--- src/rtl/smx_pkg.sv ---
package smx_pkg;

   localparam int STACK_DEPTH = 64;
   localparam int SP_W = $clog2(STACK_DEPTH + 1);
   localparam int WORD_W = 32;

   typedef enum logic [3:0] {
      OP_HALT = 4'd0,
      OP_PUSH = 4'd1,
      OP_OUT  = 4'd2,
      OP_ADD  = 4'd3,
      OP_SUB  = 4'd4,
      OP_MUL  = 4'd5,
      OP_DIV  = 4'd6,
      OP_SQRT = 4'd7
   } opcode_type;

   localparam logic [2:0] ST_OK      = 3'd0;
   localparam logic [2:0] ST_UNKNOWN = 3'd1;
   localparam logic [2:0] ST_STACK   = 3'd2;
   localparam logic [2:0] ST_DIVZERO = 3'd3;
   localparam logic [2:0] ST_SQRTNEG = 3'd4;
   localparam logic [2:0] ST_HALTED  = 3'd5;

   typedef enum logic [1:0] {
      CELL_HOLD,
      CELL_TAKE_UP,
      CELL_TAKE_DOWN
   } cell_cmd_type;

   typedef struct packed {
      logic start;
      logic is_sqrt;
      logic neg;
   } du_ctl_type;

endpackage

--- src/rtl/smx_cell.sv ---
module smx_cell (
   input  logic                             clock,
   input  smx_pkg::cell_cmd_type            cmd,
   input  logic [smx_pkg::WORD_W-1:0]       up_word,
   input  logic [smx_pkg::WORD_W-1:0]       down_word,
   output logic [smx_pkg::WORD_W-1:0]       word
);
   import smx_pkg::*;

   logic [WORD_W-1:0] word_ff;
   logic [WORD_W-1:0] word_in;

   always_comb begin
      case (cmd)
         CELL_TAKE_UP:   word_in = up_word;
         CELL_TAKE_DOWN: word_in = down_word;
         default:        word_in = word_ff;
      endcase
   end

   always_ff @(posedge clock) begin
      word_ff <= word_in;
   end

   assign word = word_ff;

endmodule

--- config.mk ---
export PLATFORM = sky130hd
export DESIGN_NAME = smx_cell
export DESIGN_NICKNAME = d
export VERILOG_FILES = /design/src/rtl/smx_pkg.sv /design/src/rtl/smx_cell.sv
export SDC_FILE = /design/constraint.sdc
export NUM_CORES = 1
export LEC_CHECK = 0
export ABC_CLOCK_PERIOD_IN_PS = 1800
export BUFFER_PORTS_ARGS = -buffer_cell sky130_fd_sc_hd__buf_2
export CAP_MARGIN = 30
export CORE_UTILIZATION = 42
export DETAILED_ROUTE_END_ITERATION = 8
export HOLD_SLACK_MARGIN = 0.12
export PLACE_DENSITY = 0.88
export SYNTH_ARGS = -nofsm -noshare
export SYNTH_HDL_FRONTEND = slang
export SYNTH_SLANG_ARGS = --single-unit
--- constraint.sdc ---
create_clock -name clock -period 1.8 [get_ports clock]
set_input_delay 0.18 -clock clock [delete_from_list [all_inputs] [get_ports clock]]
set_output_delay 0.18 -clock clock [all_outputs]
set_load 0.05 [all_outputs]
# Yosys cells after proc, flatten, opt, wreduce, memory -nomap -nowiden
# Index checks and enable logic that the tools add are counted.
[word_totals]
ff_bits = 32
in_bits = 67
out_inout_bits = 32
wordCells = 5
[classes]
n_eq_ne = 2
muxes = 1
reduce_logical = 1
[ops]
columns = ["op", "n"]
rows = [
  ["case mux 32 bit (2 select lines)", 1],
  ["equality test 2 x 1 -> 1 bit (second input constant)", 1],
  ["equality test 2 bit (second input constant)", 1],
  ["nonzero test 2 bit", 1],
]

# Longest topological paths before layout
# Gate-level depths: netlist (run 1).
[depth]
ltp_word = 2
ltp_mapped = 5
mapped_depth_nobuf = 3

# Worst setup path before layout (run 1)
# Ideal clock, no wire load.
[synth_timing]
kind = "input -> register"
startpoint = "input port cmd[0]"
endpoint = "register word_ff[0] (netlist: word[0]) (enable)"
setup_time_ns = 0.387
arrival_ns = 1.118
required_time_ns = 1.413
slack_ns = 0.295
stages = 3
path_buffers = 0
path_cell_list = "inv_1 > ha_1 > inv_1"
[synth_via]
elab_chain_len = 2
word_cells_on_any_way = 3
cone_classes = "eq/ne: 2; reduce/logical: 1"
[synth_rtl]
columns = ["item", "line_no", "source"]
rows = [
  ["start, declared", "smx_cell.sv:3", "input smx_pkg::cell_cmd_type cmd,"],
  ["equality test 2 bit or equality test 2 x 1 -> 1 bit (tied branches)", "smx_cell.sv:14", "case (cmd)"],
  ["nonzero test 2 bit (no line) (*)", "n/a", ""],
  ["end signal, assigned", "smx_cell.sv:22", "word_ff <= word_in;"],
  ["end, declared", "smx_cell.sv:10", "logic [WORD_W-1:0] word_ff;"],
]
# Mark *: on every way between the ends. The rest lies on a longest branch, timed or not.
# A chain may end at the register's enable or synchronous reset.

# Final worst setup path (run 1)
[layout_timing]
startpoint = "register word_ff[5] (netlist: word[5])"
endpoint = "output port word[5] in the netlist's numbering"
[layout_lines]
columns = ["item", "line_no", "source"]
rows = [
  ["end, declared", "smx_cell.sv:6", "output logic [smx_pkg::WORD_W-1:0] word"],
]
# No word-level cell between the ends.

==> impl_results.rst, run 1 <==
.. list-table::
   :header-rows: 1

   * - Metric
     - Value
   * - Status
     - completed
   * - Dpl ws
     - 414 ps
   * - Initial antenna violation count
     - 0
   * - Number of vias after detailed routing
     - 980
   * - Kind of capture point of the worst setup path
     - output port
   * - Max frequency
     - 0.899 GHz
   * - Top cells by instance count after synthesis
     - edfxtp_1, mux2_4, buf_12, inv_1, mux2_2
   * - List of cells traversed by the critical path
     - buf_2
   * - Count of endpoints failing hold in the final timing report
     - 0
   * - Number of port buffers
     - 98
   * - # nets final
     - 242
   * - Number of hold buffers added after cts
     - 0
   * - Via density per instance
     - 4.50
   * - Critical path's top delay family
     - flip-flops
   * - Area delta synth->final
     - 36.5%
   * - Multi-input logic area
     - 488 µm²
   * - Final routed DRC violation total
     - 0
   * - Post-synth design cell area
     - 0.00153 mm²
   * - Proportion of layout cells with a drive suffix above 1
     - 80.2%
   * - Horizontal extent of the die
     - 62.3 µm
   * - Leakage power
     - 0.989 nW
   * - Cell type contributing the most total cell area after synthesis
     - edfxtp_1
   * - Fraction of the yosys area taken by sequential cells
     - 63.0%
   * - H-tree levels
     - 2
   * - Number of flip-flops under the largest register name
     - 32
   * - Die area
     - 0.00388 mm²
   * - Root Buffer Master
     - clkbuf_4
   * - Peak supply drop
     - 0.426 mV
   * - Total number of yosys warnings
     - 0
   * - Core area
     - 0.00342 mm²
   * - Overall global routing resource usage
     - 15.5%
   * - Gate count after technology mapping
     - 71
   * - Crit path max fanout
     - 1
   * - Number of antenna cells inserted
     - 0
   * - Hold Path Origin
     - down_word[4]
   * - Most frequent cell after synthesis
     - edfxtp_1
   * - Crit Path Category
     - flip-flop to output port
   * - TritonCTS Sinks
     - 32
   * - Final Worst Setup Slack
     - 688 ps
   * - Number of synthesized flops with an enable pin
     - 32
   * - Number of fillers in the final layout
     - 270
   * - Final core utilization
     - 61.0%
   * - Number of gates resized after cts
     - 0
   * - Vias in the first global route
     - 1040
   * - RSZ-0062 raised after global routing
     - false
   * - Final slew viol count
     - 0
   * - CP arrival
     - 930 ps
   * - Final critical-path share of the clock period
     - 61.8%
   * - Number of core rows
     - 21
   * - Worst slew margin
     - 81.6%
   * - Number of detailed-route iterations in the first pass
     - 3
   * - Max incr delay on CP
     - 390 ps
   * - CTS tree
     - done
   * - Die Y-Extent
     - 62.3 µm
   * - Synth top area share
     - 63.0%
   * - Total Routed Length
     - 2790 µm
   * - Final GP Congestion
     - 0.685
   * - Worst path slowest cell
     - edfxtp_1
   * - Top flip-flop cell by instance count after synthesis
     - edfxtp_1
   * - Worst min-delay path class
     - input port to flip-flop
   * - Yosys cell types
     - 7
   * - Global-route wire length before repair
     - 4460 µm
   * - WP data required
     - 1620 ps
   * - Yosys reg bits
     - 32
   * - Critical path startpoint category
     - flip-flop
   * - Syn avg cell area
     - 21.5 µm²
   * - Sequential cell area
     - 961 µm²
   * - Pin count of the biggest net entering global routing
     - 33
   * - Post-route setup TNS
     - 0 ps
   * - Synth area leaders
     - edfxtp_1, mux2_4, buf_12
   * - Final worst path period need
     - 1110 ps
   * - Number of cells traversed by the worst hold path
     - 2
   * - Final antenna-violating net count
     - 0
   * - CTS buffer count
     - 5
   * - Number of DRC markers in iteration 0
     - 35
   * - P per Cell Area
     - 965 mW/mm²
   * - Routed length per placed instance
     - 12.8 µm
   * - Net Count, Synth
     - 139
   * - Total buffers and inverters traversed by the critical path
     - 1
   * - Actual slew at the worst max-slew pin
     - 278 ps
   * - Initial Util
     - 44.7%
   * - Max-cap violations
     - 0
   * - Buffer levels on the longest clock path
     - 2
   * - Finish-stage setup viols
     - 0
   * - Clock-pin slew of the registers on the worst-case setup and hold paths
     - 80 ps
   * - Remaining global-route overflow
     - 0
   * - Setup repair bufs after CTS
     - 0
   * - Destination of the worst hold path
     - word[4]$_DFFE_PP_
   * - Proportion of synthesized flip-flops having asynchronous set or reset
     - 0%
   * - I/O pins
     - 99
[cells in the final DEF, fill, tap and decap left out]
cell type,instances
mux2_2,2
buf_2,98
clkbuf_4,5
edfxtp_1,32
inv_1,2
mux2_4,30
ha_2,1
buf_12,2
[how the worst max path moves through the flow]
| stage | start | end | slack [ps] | cells past startpoint |
|---|---|---|---|---|
| 2_1_floorplan | cmd[0] | word[0]$_DFFE_PP_ | 300 | 3 |
| 3_3_place_gp | cmd[0] | word[30]$_DFFE_PP_ | 430 | 5 |
| 3_5_place_dp | cmd[0] | word[31]$_DFFE_PP_ | 410 | 5 |
| 4_1_cts | word[5]$_DFFE_PP_ | word[5] | 660 | 1 |
| 5_1_grt | word[8]$_DFFE_PP_ | word[8] | 630 | 1 |
| 6_report | word[5]$_DFFE_PP_ | word[5] | 690 | 1 |
[cell type report]
cell class	count	share of cell area, %
clock buffers	5	1.80
inverters	2	0.361
multi-input cells	33	23.4
flip-flops and latches	32	46.2
well taps	46	2.76
repair buffers	100	25.5
[power by group]
part           leakage, nW  switching (mW)  total [mW]  internal [mW]
combinational        0.653           0.492       0.706          0.214
sequential           0.313          0.0258       0.972          0.947
clock               0.0230           0.201       0.331          0.130
total                0.989           0.718        2.01           1.29
[stage by stage]
stage                     hold WS [ps]  power [mW]  cell area, µm²  instances
after CTS                          143        2.04            2080        218
final                              161        2.01            2080        218
after global routing               124        2.10            2080        218
after floorplan                    397        1.52            1530         71
after detailed placement           483        1.70            2040        213
after global placement             481        1.69            2040        213
[kinds of logic after synthesis]
kind of cell / Yosys count / synth area share [%]
adders and majority gates: 1 / 0.820
buffers and inverters: 6 / 5.17
muxes: 32 / 31.0
DFF: 32 / 63.0
[per-layer routing]
metal	global-route usage (%)	routed length [µm]	vias to the layer above
met1	14.4	971	434
met5	0	0	-
met4	7.85	46	0
met3	7.35	324	6
met2	27.9	1450	64
li1	-	-	476
Note: power is estimated with default switching activity, not from simulation.
==> run 2: changes to the inputs <==
--- a/config.mk
+++ b/config.mk
@@ -5,13 +5,13 @@
 export SDC_FILE = /design/constraint.sdc
 export NUM_CORES = 1
 export LEC_CHECK = 0
-export ABC_CLOCK_PERIOD_IN_PS = 1800
+export ABC_CLOCK_PERIOD_IN_PS = 1000
 export BUFFER_PORTS_ARGS = -buffer_cell sky130_fd_sc_hd__buf_2
 export CAP_MARGIN = 30
-export CORE_UTILIZATION = 42
+export CORE_UTILIZATION = 38
 export DETAILED_ROUTE_END_ITERATION = 8
 export HOLD_SLACK_MARGIN = 0.12
-export PLACE_DENSITY = 0.88
+export PLACE_DENSITY = 0.84
 export SYNTH_ARGS = -nofsm -noshare
 export SYNTH_HDL_FRONTEND = slang
 export SYNTH_SLANG_ARGS = --single-unit
==> constraint.sdc (replaced) <==
create_clock -name clock -period 1 [get_ports clock]
set_input_delay 0.1 -clock clock [delete_from_list [all_inputs] [get_ports clock]]
set_output_delay 0.1 -clock clock [all_outputs]
set_load 0.05 [all_outputs]
==> impl_results.rst, run 2 (synthesis results as in run 1) <==
.. list-table::
   :header-rows: 1

   * - Metric
     - Value
   * - Final critical-path share of the clock period
     - 101%
   * - Number of core rows
     - 22 (+4.8%)
   * - Vias in the first global route
     - 1327 (+28%)
   * - Crit path max fanout
     - 1 (unchanged)
   * - Final core utilization
     - 74.5% (+14 points)
   * - Die Y-Extent
     - 65.4 µm (+5.0%)
   * - Final hold slack
     - 127 ps (-33.5 ps)
   * - Initial Util
     - 40.7% (-3.9 points)
   * - Total Routed Length
     - 4610 µm (+65%)
   * - Failing checks
     - setup timing
   * - Max frequency
     - 0.989 GHz
   * - Final worst path period need
     - 1010 ps
   * - Number of detailed-route iterations in the first pass
     - 4 (+1)
   * - Remaining global-route overflow
     - 0 (unchanged)
   * - H-tree levels
     - 2 (unchanged)
   * - Area delta synth->final
     - 82.9%
   * - Worst min-delay path class
     - input port to flip-flop
   * - Number of antenna cells inserted
     - 0 (unchanged)
   * - Routed length per placed instance
     - 16.4 µm (+28%)
   * - Horizontal extent of the die
     - 65.4 µm (+5.0%)
   * - Crit Path Category
     - input port to flip-flop
   * - Leakage power
     - 1.28 nW (+29%)
   * - Buffer levels on the longest clock path
     - 2 (unchanged)
   * - Design Area, Final
     - 0.00279 mm² (+34%)
   * - # nets final
     - 300 (+24%)
   * - Finish-stage setup viols
     - 5 (+5)
   * - CTS buffer count
     - 5 (unchanged)
   * - Overall global routing resource usage
     - 20.8% (+5.3 points)
   * - Final antenna-violating net count
     - 0 (unchanged)
   * - CTS tree
     - done
   * - Clock-pin slew of the registers on the worst-case setup and hold paths
     - 60 ps (-20 ps)
   * - Crit path from
     - up_word[10]
   * - Number of DRC markers in iteration 0
     - 32 (-8.6%)
   * - Initial antenna violation count
     - 0 (unchanged)
   * - Highest-count cells in the layout ignoring fill and taps
     - buf_2, dlygate4sd3_1, edfxtp_1, mux2_4, buf_4
   * - Count of endpoints failing hold in the final timing report
     - 0 (unchanged)
   * - Proportion of layout cells with a drive suffix above 1
     - 61.8% (-18 points)
   * - Final Worst Setup Slack
     - -11.0 ps (-699 ps)
   * - Kind of capture point of the worst setup path
     - flip-flop
   * - Die area
     - 0.00427 mm² (+10%)
   * - Final routed DRC violation total
     - 0 (unchanged)
   * - Worst slew margin
     - 81.5% (-0.097 points)
   * - Root Buffer Master
     - clkbuf_8
   * - Final slew viol count
     - 0 (unchanged)
   * - Post-route setup TNS
     - -20.8 ps (-20.8 ps)
   * - Max-cap violations
     - 0 (unchanged)
   * - Via density per instance
     - 4.59 (+2.1%)
   * - WP data required
     - 1030 ps (-590 ps)
   * - TritonCTS Sinks
     - 32 (unchanged)
   * - Placed inst area
     - 0.00212 mm² (+3.9%)
   * - Peak supply drop
     - 1.03 mV (+140%)
   * - Most common library cell in the layout ignoring fill and taps
     - buf_2
   * - CP arrival
     - 1040 ps (+110 ps)
   * - Global-route wire length before repair
     - 6220 µm (+39%)
   * - Final GP Congestion
     - 0.661 (-3.5%)
   * - Status
     - finished, violations left
   * - Core area
     - 0.00374 mm² (+9.6%)
   * - P per Cell Area
     - 1540 mW/mm² (+59%)
   * - Number of flip-flops under the largest register name
     - 32 (unchanged)
   * - Worst setup path endpoint
     - word[10]$_DFFE_PP_
   * - Critical path startpoint category
     - input port
   * - Number of port buffers
     - 98 (unchanged)
   * - Number of vias after detailed routing
     - 1290 (+32%)
   * - Pin count of the biggest net entering global routing
     - 18 (-45%)
   * - I/O pins
     - 99 (unchanged)
   * - Actual slew at the worst max-slew pin
     - 279 ps (+1.47 ps)
## run 2: area by class of cell
cell class | count | area, µm²
Fill cell | 234 | 953
Timing Repair Buffer | 158 | 1170
Inverter | 2 | 18.8
Sequential cell | 32 | 961
Multi-Input combinational cell | 33 | 498
Clock inverter | 1 | 3.75
Tap cell | 48 | 60.1
Clock buffer | 7 | 76.3
## run 2: critical path, cell delays in order
cell	delay, ps
dlygate4sd3_1	540
buf_2	130
mux2_4	270
## run 2: worst min-delay path by stage
stage | start | to | slack (ps) | cells after the start
after floorplan | down_word[0] | word[0]$_DFFE_PP_ | 320 | 1
after global placement | up_word[28] | word[28]$_DFFE_PP_ | 400 | 2
after detailed placement | down_word[0] | word[0]$_DFFE_PP_ | 400 | 2
after CTS | up_word[16] | word[16]$_DFFE_PP_ | 120 | 2
after global routing | down_word[22] | word[22]$_DFFE_PP_ | 120 | 2
final | down_word[22] | word[22]$_DFFE_PP_ | 130 | 2
## run 2: per-layer routing
layer	track usage, %	up-vias	wire, µm
li1	-	594	-
met2	35.3	86	2290
met4	12.8	0	198
met3	9.38	18	433
met5	0	-	0
met1	20.4	592	1690
## run 2: stage by stage
step / worst slack, ps / power, mW / cells
after floorplan: -177 / 2.74 / 71
after global placement: -191 / 3.09 / 219
after detailed placement: -211 / 3.11 / 219
after CTS: 8.27 / 4.17 / 272
after global routing: -33.8 / 4.45 / 281
final: -11.0 / 4.28 / 281
## run 2: report_power, final
| group | switching, mW | leakage (nW) | total, mW | internal [mW] |
|---|---|---|---|---|
| logic | 0.967 | 0.926 | 1.59 | 0.618 |
| clock network | 0.450 | 0.0399 | 0.933 | 0.484 |
| registers | 0.0571 | 0.313 | 1.77 | 1.71 |
## run 2: repair_timing
item | in CTS | in global routing
endpoints found under the setup margin | 0 | 17
hold buffers | 45 | 9
setup buffers | 0 | 0
hold endpoints to repair | 24 | 6
resized for setup | 0 | 29
